File: config.mk
export PLATFORM = sky130hd
export DESIGN_NAME = disk_command_filename_parser
export DESIGN_NICKNAME = d
export VERILOG_FILES = /design/src/sv/dfp_pkg.sv /design/src/sv/disk_command_filename_parser.sv /design/src/sv/dfp_store.sv /design/src/sv/dfp_parser.sv
export SDC_FILE = /design/constraint.sdc
export NUM_CORES = 1
export LEC_CHECK = 0
export ABC_AREA = 1
export ABC_CLOCK_PERIOD_IN_PS = 7900
export BUFFER_PORTS_ARGS = -buffer_cell sky130_fd_sc_hd__buf_2
export CAP_MARGIN = 10
export CORE_MARGIN = 8
export CORE_UTILIZATION = 25
export DETAILED_ROUTE_END_ITERATION = 8
export PLACE_DENSITY_LB_ADDON = 0.05
export SLEW_MARGIN = 25
export SYNTH_ARGS = -nofsm -noshare
export SYNTH_HDL_FRONTEND = slang
export SYNTH_SLANG_ARGS = --single-unit
File: constraint.sdc
create_clock -name clk -period 7.9 [get_ports clk]
set_clock_uncertainty 0.05 [all_clocks]
set_input_delay 0.395 -clock clk [delete_from_list [all_inputs] [get_ports clk]]
set_output_delay 0.395 -clock clk [all_outputs]
set_load 0.01 [all_outputs]
File: src/sv/dfp_pkg.sv
// Shared constants and types for the disk command file name parser.
`default_nettype none
package dfp_pkg;

  // Characters recognized in the command string
  localparam logic [7:0] CH_COLON  = 8'h3A;
  localparam logic [7:0] CH_COMMA  = 8'h2C;
  localparam logic [7:0] CH_DOLLAR = 8'h24;
  localparam logic [7:0] CH_S      = 8'h53;
  localparam logic [7:0] CH_P      = 8'h50;
  localparam logic [7:0] CH_U      = 8'h55;
  localparam logic [7:0] CH_L      = 8'h4C;
  localparam logic [7:0] CH_R      = 8'h52;
  localparam logic [7:0] CH_W      = 8'h57;

  // Largest legal record size; anything above it overflows
  localparam logic [7:0] REC_MAX = 8'd254;

  // At most this many name bytes are emitted and counted
  localparam logic [5:0] NAME_OUT_MAX = 6'd32;

  // File kind codes
  localparam logic [2:0] KIND_UNSET = 3'd0;
  localparam logic [2:0] KIND_SEQ   = 3'd1;
  localparam logic [2:0] KIND_PRG   = 3'd2;
  localparam logic [2:0] KIND_USR   = 3'd3;
  localparam logic [2:0] KIND_REL   = 3'd4;

  // Status codes
  localparam logic [1:0] ST_OK       = 2'd0;
  localparam logic [1:0] ST_INVALID  = 2'd1;
  localparam logic [1:0] ST_OVERFLOW = 2'd2;

  // Secondary addresses with special meaning
  localparam logic [3:0] SA_READ  = 4'd0;
  localparam logic [3:0] SA_WRITE = 4'd1;

  // Parse start request from the loader
  typedef struct packed {
    logic       go;
    logic [3:0] sa;
  } start_t;

  // Result item as carried on the output stream
  typedef struct packed {
    logic [7:0] name_char;
    logic       char_valid;
    logic       end_of_run;
    logic [5:0] name_length;
    logic [2:0] file_kind;
    logic       write_mode;
    logic [7:0] record_size;
    logic [1:0] status;
  } result_t;

endpackage
`default_nettype wire

File: src/sv/disk_command_filename_parser.sv
// Top level: command loader, command store and parse sequencer.
// Loading takes one command byte per cycle while idle; the final byte starts the parse.
// Parsing reads the store through its one registered read port, a read state
// and then an evaluate state per byte walked; an output stall holds the walk.
// Input is not taken while a parse runs; the last result may still be waiting.
// Reset (rst, synchronous) clears control, fill count and held record size;
// the command store is not cleared.
`default_nettype none
module disk_command_filename_parser #(
  parameter int MAX_CMD_LEN = 32
) (
  input  wire logic        clk,
  input  wire logic        rst,
  // tdata: cmd_byte[7:0], secondary_address[11:8], zero fill [15:12]
  input  wire logic [15:0] s_tdata,
  input  wire logic        s_tlast,   // final_byte
  input  wire logic        s_tvalid,
  output logic             s_tready,
  // tdata: name_char[7:0], name_length[13:8], file_kind[16:14], write_mode[17],
  //        record_size[25:18], status[27:26], zero fill [31:28]
  output logic [31:0]      m_tdata,
  output logic             m_tuser,   // char_valid
  output logic             m_tlast,   // end_of_run
  output logic             m_tvalid,
  input  wire logic        m_tready
);

  localparam int AW = $clog2(MAX_CMD_LEN);
  localparam int CW = $clog2(MAX_CMD_LEN + 1);
  localparam logic [CW-1:0] MAX_FILL = CW'(MAX_CMD_LEN);

  logic [CW-1:0]     fill_count;
  logic              accept;
  logic              room;
  logic [CW-1:0]     n_in;
  dfp_pkg::start_t   start;
  logic              busy;
  logic [AW-1:0]     raddr;
  logic [7:0]        rdata;
  dfp_pkg::result_t  item;

  assign s_tready = !busy;
  assign accept   = s_tvalid && s_tready;
  assign room     = (fill_count < MAX_FILL);
  assign n_in     = room ? fill_count + 1'b1 : fill_count;

  assign start.go = accept && s_tlast;
  assign start.sa = s_tdata[11:8];

  always_ff @(posedge clk) begin
    if (rst) begin
      fill_count <= '0;
    end else if (accept) begin
      if (s_tlast) begin
        fill_count <= '0;
      end else if (room) begin
        fill_count <= fill_count + 1'b1;
      end
    end
  end

  dfp_store #(
    .DEPTH (MAX_CMD_LEN),
    .AW    (AW)
  ) u_store (
    .clk   (clk),
    .we    (accept && room),
    .waddr (fill_count[AW-1:0]),
    .wdata (s_tdata[7:0]),
    .raddr (raddr),
    .rdata (rdata)
  );

  dfp_parser #(
    .AW (AW),
    .CW (CW)
  ) u_parser (
    .clk       (clk),
    .rst       (rst),
    .start     (start),
    .n_in      (n_in),
    .busy      (busy),
    .raddr     (raddr),
    .rdata     (rdata),
    .out_valid (m_tvalid),
    .out_ready (m_tready),
    .out_item  (item)
  );

  assign m_tdata = {4'd0, item.status, item.record_size, item.write_mode,
                    item.file_kind, item.name_length, item.name_char};
  assign m_tuser = item.char_valid;
  assign m_tlast = item.end_of_run;

endmodule
`default_nettype wire

File: src/sv/dfp_store.sv
// Command byte store: one write port, one registered read port.
`default_nettype none
module dfp_store #(
  parameter int DEPTH = 32,
  parameter int AW    = 5
) (
  input  wire logic          clk,
  input  wire logic          we,
  input  wire logic [AW-1:0] waddr,
  input  wire logic [7:0]    wdata,
  input  wire logic [AW-1:0] raddr,
  output logic [7:0]         rdata
);

  logic [7:0] mem [DEPTH];

  always_ff @(posedge clk) begin
    if (we) begin
      mem[waddr] <= wdata;
    end
    rdata <= mem[raddr];
  end

endmodule
`default_nettype wire

File: src/sv/dfp_parser.sv
// Parse sequencer: walks the stored command and drives the result register.
`default_nettype none
module dfp_parser #(
  parameter int AW = 5,
  parameter int CW = 6
) (
  input  wire logic            clk,
  input  wire logic            rst,
  input  wire dfp_pkg::start_t start,
  input  wire logic [CW-1:0]   n_in,
  output logic                 busy,
  output logic [AW-1:0]        raddr,
  input  wire logic [7:0]      rdata,
  output logic                 out_valid,
  input  wire logic            out_ready,
  output dfp_pkg::result_t     out_item
);

  localparam int PW = CW + 1;

  typedef enum logic [3:0] {
    S_IDLE, S_COLON_RD, S_COLON_EV, S_NAME_RD, S_NAME_EV, S_OPT_RD, S_OPT_EV,
    S_L1_RD, S_L1_EV, S_L2_RD, S_L2_EV, S_COMMA_RD, S_COMMA_EV, S_SUMMARY
  } state_t;

  state_t        state;
  logic [PW-1:0] addr;
  logic [PW-1:0] n;
  logic [3:0]    sa;
  logic [2:0]    kind;
  logic          mode;
  logic [1:0]    status;
  logic [5:0]    cnt;
  logic          dollar;
  logic [7:0]    held_rec;

  logic          at_end;
  logic          out_free;
  logic [2:0]    fin_kind;
  logic          fin_mode;

  assign raddr    = addr[AW-1:0];
  assign busy     = (state != S_IDLE);
  assign at_end   = (addr >= n);
  assign out_free = !out_valid || out_ready;

  // Completed parse with OK status: secondary address override and default kind
  always_comb begin
    fin_kind = kind;
    fin_mode = mode;
    if (status == dfp_pkg::ST_OK) begin
      if (sa == dfp_pkg::SA_READ) begin
        fin_mode = 1'b0;
      end else if (sa == dfp_pkg::SA_WRITE) begin
        fin_mode = 1'b1;
      end
      if (kind == dfp_pkg::KIND_UNSET) begin
        fin_kind = (sa < 4'd2) ? dfp_pkg::KIND_PRG : dfp_pkg::KIND_SEQ;
      end
    end
  end

  always_ff @(posedge clk) begin
    if (rst) begin
      state     <= S_IDLE;
      out_valid <= 1'b0;
      held_rec  <= 8'd0;
      addr      <= '0;
      n         <= '0;
      sa        <= '0;
      kind      <= dfp_pkg::KIND_UNSET;
      mode      <= 1'b0;
      status    <= dfp_pkg::ST_OK;
      cnt       <= '0;
      dollar    <= 1'b0;
    end else begin
      if (out_valid && out_ready) begin
        out_valid <= 1'b0;
      end
      unique case (state)
        S_IDLE: begin
          if (start.go) begin
            n      <= {1'b0, n_in};
            sa     <= start.sa;
            mode   <= (start.sa == dfp_pkg::SA_WRITE);
            kind   <= dfp_pkg::KIND_UNSET;
            status <= dfp_pkg::ST_OK;
            cnt    <= '0;
            addr   <= '0;
            dollar <= 1'b0;
            state  <= S_COLON_RD;
          end
        end
        S_COLON_RD: begin
          if (at_end) begin
            // no colon: empty name after a leading '$', else name from start
            addr  <= dollar ? n : '0;
            state <= S_NAME_RD;
          end else begin
            state <= S_COLON_EV;
          end
        end
        S_COLON_EV: begin
          if (addr == '0) begin
            dollar <= (rdata == dfp_pkg::CH_DOLLAR);
          end
          addr  <= addr + 1'b1;
          state <= (rdata == dfp_pkg::CH_COLON) ? S_NAME_RD : S_COLON_RD;
        end
        S_NAME_RD: begin
          state <= at_end ? S_SUMMARY : S_NAME_EV;
        end
        S_NAME_EV: begin
          if (rdata == dfp_pkg::CH_COMMA) begin
            addr  <= addr + 1'b1;
            state <= S_OPT_RD;
          end else if (cnt >= dfp_pkg::NAME_OUT_MAX) begin
            addr  <= addr + 1'b1;
            state <= S_NAME_RD;
          end else if (out_free) begin
            out_valid            <= 1'b1;
            out_item             <= '0;
            out_item.name_char   <= rdata;
            out_item.char_valid  <= 1'b1;
            cnt                  <= cnt + 1'b1;
            addr                 <= addr + 1'b1;
            state                <= S_NAME_RD;
          end
        end
        S_OPT_RD: begin
          if (at_end) begin
            // comma as last byte
            status <= dfp_pkg::ST_INVALID;
            state  <= S_SUMMARY;
          end else begin
            state <= S_OPT_EV;
          end
        end
        S_OPT_EV: begin
          addr  <= addr + 1'b1;
          state <= S_COMMA_RD;
          priority case (rdata)
            dfp_pkg::CH_S: kind <= dfp_pkg::KIND_SEQ;
            dfp_pkg::CH_P: kind <= dfp_pkg::KIND_PRG;
            dfp_pkg::CH_U: kind <= dfp_pkg::KIND_USR;
            dfp_pkg::CH_R: mode <= 1'b0;
            dfp_pkg::CH_W: mode <= 1'b1;
            dfp_pkg::CH_L: state <= S_L1_RD;
            dfp_pkg::CH_COMMA: state <= S_OPT_RD;  // empty option
            default: ;
          endcase
        end
        S_L1_RD: begin
          if (at_end) begin
            kind  <= dfp_pkg::KIND_REL;
            state <= S_COMMA_RD;
          end else begin
            state <= S_L1_EV;
          end
        end
        S_L1_EV: begin
          addr <= addr + 1'b1;
          if (rdata == dfp_pkg::CH_COMMA) begin
            state <= S_L2_RD;
          end else begin
            kind  <= dfp_pkg::KIND_REL;
            state <= S_COMMA_RD;
          end
        end
        S_L2_RD: begin
          if (at_end) begin
            // record byte missing reads as zero; its comma opens an option
            held_rec <= 8'd0;
            kind     <= dfp_pkg::KIND_REL;
            state    <= S_OPT_RD;
          end else begin
            state <= S_L2_EV;
          end
        end
        S_L2_EV: begin
          held_rec <= rdata;
          if (rdata > dfp_pkg::REC_MAX) begin
            status <= dfp_pkg::ST_OVERFLOW;
            state  <= S_SUMMARY;
          end else begin
            // record byte itself is scanned as the next option letter
            kind  <= dfp_pkg::KIND_REL;
            state <= S_OPT_RD;
          end
        end
        S_COMMA_RD: begin
          state <= at_end ? S_SUMMARY : S_COMMA_EV;
        end
        S_COMMA_EV: begin
          addr  <= addr + 1'b1;
          state <= (rdata == dfp_pkg::CH_COMMA) ? S_OPT_RD : S_COMMA_RD;
        end
        S_SUMMARY: begin
          if (out_free) begin
            out_valid            <= 1'b1;
            out_item             <= '0;
            out_item.end_of_run  <= 1'b1;
            out_item.name_length <= cnt;
            out_item.file_kind   <= fin_kind;
            out_item.write_mode  <= fin_mode;
            out_item.record_size <= held_rec;
            out_item.status      <= status;
            state                <= S_IDLE;
          end
        end
        default: state <= S_IDLE;
      endcase
    end
  end

endmodule
`default_nettype wire
# After elaboration in Yosys (flattened, before gate mapping)
# Memory sizes are Yosys's and may differ from the RTL's. A register that Yosys moved wholly into a read port is not among the register bits.
# Cells that the tools add are included.
[word_totals] reg_bits=79 mem_bits_rw=256 input_bits=21 out_inout_bits=36 elab_cells=170 mem_count=1
[memory_table] name="u_store.mem" depth=32 word_bits=8 read_ports=1 rd_ports_with_merged_regs=1 write_ports=1 line_no="dfp_store.sv:15" source="logic [7:0] mem [DEPTH];"
[classes] addsub=3 order_cmp=5 n_eq_ne=40 n_mux=67 bitwise_logic=1 reduce_logical=33
[op_table] operator="$mux 30" n=4
[op_table] operator="$pmux 30 s2" n=1
[op_table] operator="$pmux 4 s14" n=1
[op_table] operator="$eq 8x7->1 const B" n=6
[op_table] operator="$mux 6" n=7
[op_table] operator="$mux 4" n=10
[op_table] operator="$mux 7" n=5
[op_table] operator="$pmux 7 s4" n=1
[op_table] operator="$eq 4x4->1 const B" n=6
[op_table] operator="$eq 8x6->1 const B" n=3
[op_table] operator="$mux 3" n=6
[op_table] operator="$eq 4x3->1 const B" n=4
[op_table] operator="$ne 2x1->1 const B" n=8
[op_table] operator="$pmux 8 s2" n=1
[op_table] operator="$pmux 3 s5" n=1
[op_table] operator="$mux 1" n=14
[op_table] operator="$mux 2" n=7
[op_table] operator="$add 6x1->6 const B" n=2
[op_table] operator="$eq 4x1->1 const B" n=3
[op_table] operator="$pmux 6 s2" n=1
[op_table] operator="$reduce_and 6->1" n=2
[op_table] operator="$ne 2x2->1 const B" n=5
[op_table] operator="$reduce_bool 2->1" n=5
[op_table] operator="$pmux 3 s3" n=1
[op_table] operator="31 further kinds" n=45

# Depth between registers and ports, before layout
# Gate-level depths: netlist (run 1).
[logic_depth] word_depth=6 mapped_depth=15 ltp_nobuf=12

# Hierarchy
# A second synthesis (run 1) with hierarchy kept.
[unflattened] hier_cells=1504 area_unflattened_um2=15009.4
[by_module_without_submodules] module="dfp_store" instances=1 cells_each=922 area_each_um2=10786.6 seq_area_each_um2=7847.5
[by_module_without_submodules] module="dfp_parser" instances=1 cells_each=515 area_each_um2=3769.9 seq_area_each_um2=1761.7
[by_module_without_submodules] module="disk_command_filename_parser" instances=1 cells_each=67 area_each_um2=452.9 seq_area_each_um2=120.1

# Least setup slack after synthesis (run 1)
# OpenSTA, ideal clock, no wires.
[synth_path] path_kind="reg-to-reg" from="register u_parser.state[3]" to="register u_parser.out_item[0] in the netlist's numbering, enable pin" setup_ns=0.580 t_arrival_ns=5.605 t_required_ns=7.270 setup_slack_ns=1.665 stages_incl_launch_ff=6 path_buffers=0 synth_period_minus_slack_ns=6.235 path_cell_list="dfxtp_1 > inv_1 > nand2_2 > nor2_2 > inv_2 > a2111oi_0"
[synth_between] elab_chain_cells=3 elab_cells_between_ends=8 classes_between="eq/ne: 6; reduce/logical: 2"
[synth_lines] item="start: declaration" line_no="dfp_parser.sv:26" source="state_t state;"
[synth_lines] item="start signal: assignment" line_no="dfp_parser.sv:108" source="state <= (rdata == dfp_pkg::CH_COLON) ? S_NAME_RD : S_COLON_RD;"
[synth_lines] item="start signal: assignment" line_no="dfp_parser.sv:111" source="state <= at_end ? S_SUMMARY : S_NAME_EV;"
[synth_lines] item="start signal: assignment" line_no="dfp_parser.sv:192" source="state <= at_end ? S_SUMMARY : S_COMMA_EV;"
[synth_lines] item="$eq 4x4->1 or $eq 4x3->1 (tied branches)" line_no="dfp_parser.sv:80" source="unique case (state)"
[synth_lines] item="$ne 2x1->1 (no source line), or another cell as far along"
[synth_lines] item="$reduce_and 6->1 (no source line) *"
[synth_lines] item="end: declaration" line_no="dfp_parser.sv:16" source="output dfp_pkg::result_t out_item"
# Mark *: on every way between the ends. The rest lies on a longest branch, timed or not.
# A chain may end at the register's enable or synchronous reset.

==> metrics.txt, run 1 <==
Max Cap Viol=0; met1 layer usage reported by global route=17.6%; Seq cells post-synth=343; critical path class=register to register; layout cells sized above 1=11.2%; Hold Path Origin=s_tdata[11]; GRT met3 Usage=2.08%; async set-reset flop share out of synthesis=0%; worst setup path start=u_parser.addr[0]; flop2flop setup slack=4450 ps; Pwr Density=294 mW/mm^2; fmax=289 MHz; grt total ovfl=0; Final period util=43.7%; endpoint type of the worst setup path=register; Req. time, crit path=8350 ps; Clock Latency Late Sink=570 ps; Primary FF master, synth=edfxtp_1; H-tree levels=2; # DRC=0; FILL cells=5,985; LEAKAGE=5.63 nW; Worst slew margin=34.1%; Mapped Cells=1,326; global-route wire length before repair=66.4 mm; vias in the first global route=9,929; Root Buffer=clkbuf_16; count of final setup violators=0; Rows=88; initial antenna violation count=0; Total Die Area=0.0660 sq mm; startpoint types=register; Num Clock Sinks=343; drt first pass iters=5; Most Crowded Layer GR=met2; CTS Buf Count=43; Vias/cell=4.57; final net count=1,399; Worst Hold End=u_parser.sa[3]; sequential fraction of the synthesis area=67.0%; I/O Pins=57; Final Hold Viols=0; largest net degree at the start of global routing=67; outcome=finished clean; met2 Use GR=22.1%; Reg-to-Reg Start=u_parser.addr[0]; Worst Path Max Fanout=66; top-count cell post-synth=edfxtp_1; Final Max Tran Viols=0; IR Drop Worst-Case VDD=0.140 mV; chip height=257 microns; DRT antenna net count=0; arrival time of the worst setup path=3910 ps; die width=257 microns; Port-buffer cells=48; final WL=44.7 mm; RSZ-0062 raised after global routing=no; Mean Syn Cell Area=10.9 sq um; worst hold path class=primary input to register; setup_tns=0 ps; Post-synth top cells=edfxtp_1 (286), nor2_1 (262), o21ai_0 (167), nand2_1 (135), inv_1 (84); top post-synthesis cells by area=edfxtp_1 (59%), dfxtp_1 (7.9%), nor2_1 (6.8%), o21ai_0 (5.8%), nand2_1 (3.5%); Hold WS=92.6 ps; Post-Syn Area=0.0145 sq mm; Synth-to-Final Area Change=16.6%; EDFF count, synth=286; Core Area=0.0576 sq mm; count of cell types in the netlist=48; R2R depth=8; via count=9,879; Initial Util=25.2%; GRT Overall Usage=13.3%; Synth top area share=59.2%; DPL Wire Length=27.1 mm; Inserted Diodes=0; routed length per instance=20.6 microns; area leader, netlist=edfxtp_1; Longest Clk Path Bufs=3; RR Endpoint=u_store.rdata[2]; Ys Warns=0; GPL Wtd Cong=0.786; Tmin final=3450 ps; Min-Delay Path Depth=3; total power=0.00498 W; Setup Fix Bufs, Post-CTS=0; Clock transition at path regs=50 ps; Worst Tran Pin Value=985 ps; initial drt markers=569; CTS tree=built
[power breakdown]
group	total, W	internal, W	switching [W]
sequential	0.00209	0.00202	0.0000684
combinational	0.000942	0.000246	0.000696
clock	0.00195	0.00117	0.000780
[critical path, cell delays in order, from the launching register on]
cell	delay, ps
dfxtp_4	520
inv_4	630
buf_4	720
o21ai_0	170
o22ai_1	240
o21ai_0	170
o21ai_0	570
nand2_1	130
nand2_1	100
[cell usage in the layout, fill, tap and decap left out, types with 4 or more instances in the layout]
cell	n
clkinv_1	9
xor2_1	8
nand4_1	11
clkbuf_16	44
edfxtp_1	286
a211oi_1	5
dfxtp_1	55
nand2_2	5
buf_4	11
o221ai_1	39
clkinv_2	7
nor2_2	8
nand2_1	135
o211ai_1	8
a21oi_1	42
nor3_1	11
o21ai_0	167
clkbuf_1	12
o22ai_1	21
bufinv_16	4
inv_2	6
nor2_1	261
ha_1	14
buf_2	48
inv_1	81
nand3_1	48
conb_1	4
[per-layer routing]
layer	vias to the layer above	part of all wire (%)
met5	-	0
met4	0	2.5
met3	70	3.0
met2	138	47
met1	4893	47
li1	4778	-
[cell type report]
type,count,area [sq um],share of cell area (%)
repair buffers,60,333,1.97
clock inverters,21,221,1.31
inverters,91,348,2.06
well taps,765,957,5.65
multi-input cells,825,4160,24.6
flip-flops and latches,343,9730,57.5
clock buffers,58,1170,6.93
[metrics by stage]
step / worst slack, ps / cell area [sq um] / utilization, % / cells
final: 4450 / 16900 / 29.4 / 2163
after floorplan: 1670 / 14500 / - / 1329
after detailed placement: 4450 / 15500 / 27.0 / 2083
after global placement: 4380 / 15500 / 26.9 / 2083
after CTS: 4440 / 16900 / 29.4 / 2163
after global routing: 4250 / 16900 / 29.4 / 2163
[flip-flops by register name, summed over array words and instances (netlist names)]
name	cells
u_parser.out_valid	1
u_parser.dollar	1
u_parser.sa	4
u_parser.state	4
u_parser.kind	3
u_parser.status	2
u_parser.held_rec	8
u_parser.mode	1
u_parser.n	6
u_parser.out_item	30
fill_count	6
u_store.mem	256
u_parser.cnt	6
u_parser.addr	7
u_store.rdata	8
[worst max path at each step]
stage | slack [ps] | endpoint | cells after the start
6_report | 4450 | u_store.rdata[2] | 8
5_1_grt | 4250 | u_store.rdata[3] | 8
4_1_cts | 4440 | u_store.rdata[3] | 8
3_5_place_dp | 4450 | u_store.rdata[3] | 8
3_3_place_gp | 4380 | u_store.rdata[3] | 8
2_1_floorplan | 1670 | u_parser.out_item[0] | 5
[logic make-up (layout without fill, tap and decap cells)]
| group | after synthesis | count (layout) | share of synthesized area, % |
|---|---|---|---|
| xor+xnor | 9 | 9 | 0.543 |
| flops | 343 | 343 | 67.0 |
| compound gates | 302 | 302 | 12.2 |
| fa+ha+maj | 14 | 14 | 1.21 |
| other cells | 1 | 4 | 0.0258 |
| buf+inv | 161 | 230 | 4.49 |
| simple gates | 496 | 496 | 14.5 |
[timing repair]
action,4_1_cts,5_1_grt
hold buffers,1,0
endpoints found under the setup margin,0,0
endpoints found under the hold margin,1,0
gates resized for setup,0,0
(Power assumes the default switching activity.)
==> run 2: changes to the inputs <==
--- a/config.mk
+++ b/config.mk
@@ -6,7 +6,7 @@
 export NUM_CORES = 1
 export LEC_CHECK = 0
 export ABC_AREA = 1
-export ABC_CLOCK_PERIOD_IN_PS = 7900
+export ABC_CLOCK_PERIOD_IN_PS = 3030
 export BUFFER_PORTS_ARGS = -buffer_cell sky130_fd_sc_hd__buf_2
 export CAP_MARGIN = 10
 export CORE_MARGIN = 8
==> constraint.sdc (replaced) <==
create_clock -name clk -period 3.03 [get_ports clk]
set_clock_uncertainty 0.05 [all_clocks]
set_input_delay 0.1515 -clock clk [delete_from_list [all_inputs] [get_ports clk]]
set_output_delay 0.1515 -clock clk [all_outputs]
set_load 0.01 [all_outputs]
==> run 2 against run 1 <==
  * Combinational power rose to 2.7 times the previous value
  * Register-to-register slack got worse by 3900 ps
  * Largest cell class unchanged
  * Fmax rose by 37%
  * Critical path depth up 1
  * Largest power group unchanged
  * Routed wire length shrank 0.41%
==> metrics.txt, run 2 (synthesis results as in run 1) <==
outcome=finished clean (unchanged); IR Drop Worst-Case VDD=0.337 mV (was 0.140 mV); flop2flop setup slack=500 ps (was 4450 ps); Clock transition at path regs=60 ps (was 50 ps); crit path max-delay cell type=dfxtp_1 (was buf_4); post-route setup slack=503 ps (was 4450 ps); Worst Tran Pin Value=861 ps (was 985 ps); Worst Path Max Fanout=8 (was 66); FILL cells=5,975 (was 5,985); GRT met3 Usage=1.99% (was 2.08%); chip height=257 microns (unchanged); I/O Pins=57 (unchanged); Core Area=0.0576 sq mm (unchanged); RR Endpoint=u_store.mem[5][4] (was u_store.rdata[2]); worst hold path class=primary input to register (unchanged); arrival time of the worst setup path=2730 ps (was 3910 ps); Hold WS=152 ps (was 92.6 ps); Pwr Density=764 mW/mm^2 (was 294 mW/mm^2); largest net degree at the start of global routing=66 (was 67); post_cts resized=0 (unchanged); via count=9,860 (was 9,879); LEAKAGE=5.97 nW (was 5.63 nW); RSZ-0062 raised after global routing=no (unchanged); Final Core Density=30.4% (was 29.4%); CTS tree=built (unchanged); count of final setup violators=0 (unchanged); grt total ovfl=0 (unchanged); GRT Overall Usage=13.3% (about the same); Worst slew margin=42.6% (was 34.1%); Clock Latency Late Sink=570 ps (about the same); CTS Buf Count=42 (was 43); register area=0.00973 sq mm (unchanged); Worst Hold End=u_store.mem[17][2] (was u_parser.sa[3]); Min-Delay Path Depth=1 (was 3); die width=257 microns (unchanged); Total Die Area=0.0660 sq mm (unchanged); max reg flops=256 (unchanged); Setup Fix Bufs, Post-CTS=0 (unchanged); pre-CTS WS=477 ps (was 4450 ps); final net count=1,452 (was 1,399); startpoint types=register (unchanged); Longest Clk Path Bufs=3 (unchanged); Hold Path Origin=s_tdata[2] (was s_tdata[11]); area taken by multi-input logic gates=0.00416 sq mm (about the same); Most Crowded Layer GR=met2 (unchanged); Vias/cell=4.45 (was 4.57); Top reg by flops=u_store.mem (unchanged); Num Clock Sinks=343 (unchanged); setup_tns=0 ps (unchanged); Final Max Tran Viols=0 (unchanged); GPL Wtd Cong=0.820 (was 0.786); H-tree levels=2 (unchanged); most frequent cells in the layout=edfxtp_1 (286), nor2_1 (262), o21ai_0 (167) (was edfxtp_1 (286), nor2_1 (261), o21ai_0 (167)); # DRC=0 (unchanged); Synth-to-Final Area Change=20.5% (was 16.6%); Max Cap Viol=0 (unchanged); Initial Util=25.2% (unchanged); CP peak stage delay=360 ps (was 720 ps); layout cells sized above 1=14.2% (was 11.2%); total power=0.0134 W (was 0.00498 W); Tmin final=2530 ps (was 3450 ps); R2R depth=9 (was 8); DRT antenna net count=0 (unchanged); Reg-to-Reg Start=u_parser.state[0] (was u_parser.addr[0]); Buf/Inv on CP=3 (was 2); Port-buffer cells=48 (unchanged); vias in the first global route=10,200 (was 9,929); Regs by FF count=u_store.mem (256), u_parser.out_item (30) (unchanged); fmax=396 MHz (was 289 MHz); Final Hold Viols=0 (unchanged); drt first pass iters=5 (unchanged); critical path class=register to register (unchanged); commonest non-fill, non-tap cell in the layout=edfxtp_1 (unchanged); CP Cell Sequence=nor2_2 > nand2_2 > inv_2 > nand2_2 > nor2_2 > nand2_1 > buf_4 > nor2_1 > buf_4 (was inv_4 > buf_4 > o21ai_0 > o22ai_1 > o21ai_0 > o21ai_0 > nand2_1 > nand2_1); DPL Wire Length=28.2 mm (was 27.1 mm); final WL=44.5 mm (was 44.7 mm); Inserted Diodes=0 (unchanged); Crit path max-delay family=simple AND/OR/NAND/NOR gates (was buffers and inverters); initial drt markers=673 (was 569); met1 layer usage reported by global route=17.9% (was 17.6%); routed length per instance=20.1 microns (was 20.6 microns); Rows=88 (unchanged); met2 Use GR=22.0% (was 22.1%); Req. time, crit path=3230 ps (was 8350 ps); initial antenna violation count=0 (unchanged); Root Buffer=clkbuf_16 (unchanged); global-route wire length before repair=67.0 mm (was 66.4 mm); endpoint type of the worst setup path=register (unchanged); Final period util=83.4% (was 43.7%)
-- run 2: cell types whose count changed in the layout (fill, tap and decap cells not counted), sizes merged --
cell | previous run | this run
buf | 59 | 105
inv | 89 | 90
clkinvlp | 0 | 1
bufinv | 4 | 8
clkinv | 19 | 17
clkbuf | 58 | 53
dlygate4sd3 | 1 | 9
-- run 2: worst max-delay path by stage --
stage                      startpoint              endpoint  cells after the start
floorplan           u_parser.state[3]  u_parser.out_item[0]                      5
finish              u_parser.state[0]     u_store.mem[5][4]                      9
detailed placement  u_parser.state[0]    u_store.mem[10][7]                      8
CTS                 u_parser.state[0]    u_store.mem[10][2]                      8
global placement    u_parser.state[0]    u_store.mem[18][0]                      8
global route        u_parser.state[0]     u_store.mem[6][2]                      8
-- run 2: cell type report --
type | count | area share (%)
timing repair buffer | 114 | 4.62
inverter | 91 | 1.98
clock buffer | 53 | 6.54
clock inverter | 25 | 1.97
sequential | 343 | 55.6
tap | 765 | 5.47
multi-input combinational | 825 | 23.8
-- run 2: per-stage QoR --
stage	cells	area [sq um]
finish	2216	17500
floorplan	1329	14500
global route	2216	17500
global placement	2129	15900
CTS	2216	17500
detailed placement	2129	15900
-- run 2: timing repair --
item / 4_1_cts / 5_1_grt
hold buffers: 9 / 0
endpoints found under the hold margin: 17 / 0
endpoints found under the setup margin: 0 / 0
-- run 2: metal layers --
layer  vias up  part of all wire, %
met4         0                  2.4
met5         -                    0
met3        60                  3.1
met2       131                   47
li1       4894                    -
met1      4775                   48
-- run 2: power breakdown --
group	total, W	leakage, nW	switching (W)	internal [W]
Combinational	0.00253	2.22	0.00179	0.000736
Sequential	0.00544	3.03	0.000175	0.00526
Clock	0.00541	0.730	0.00205	0.00336
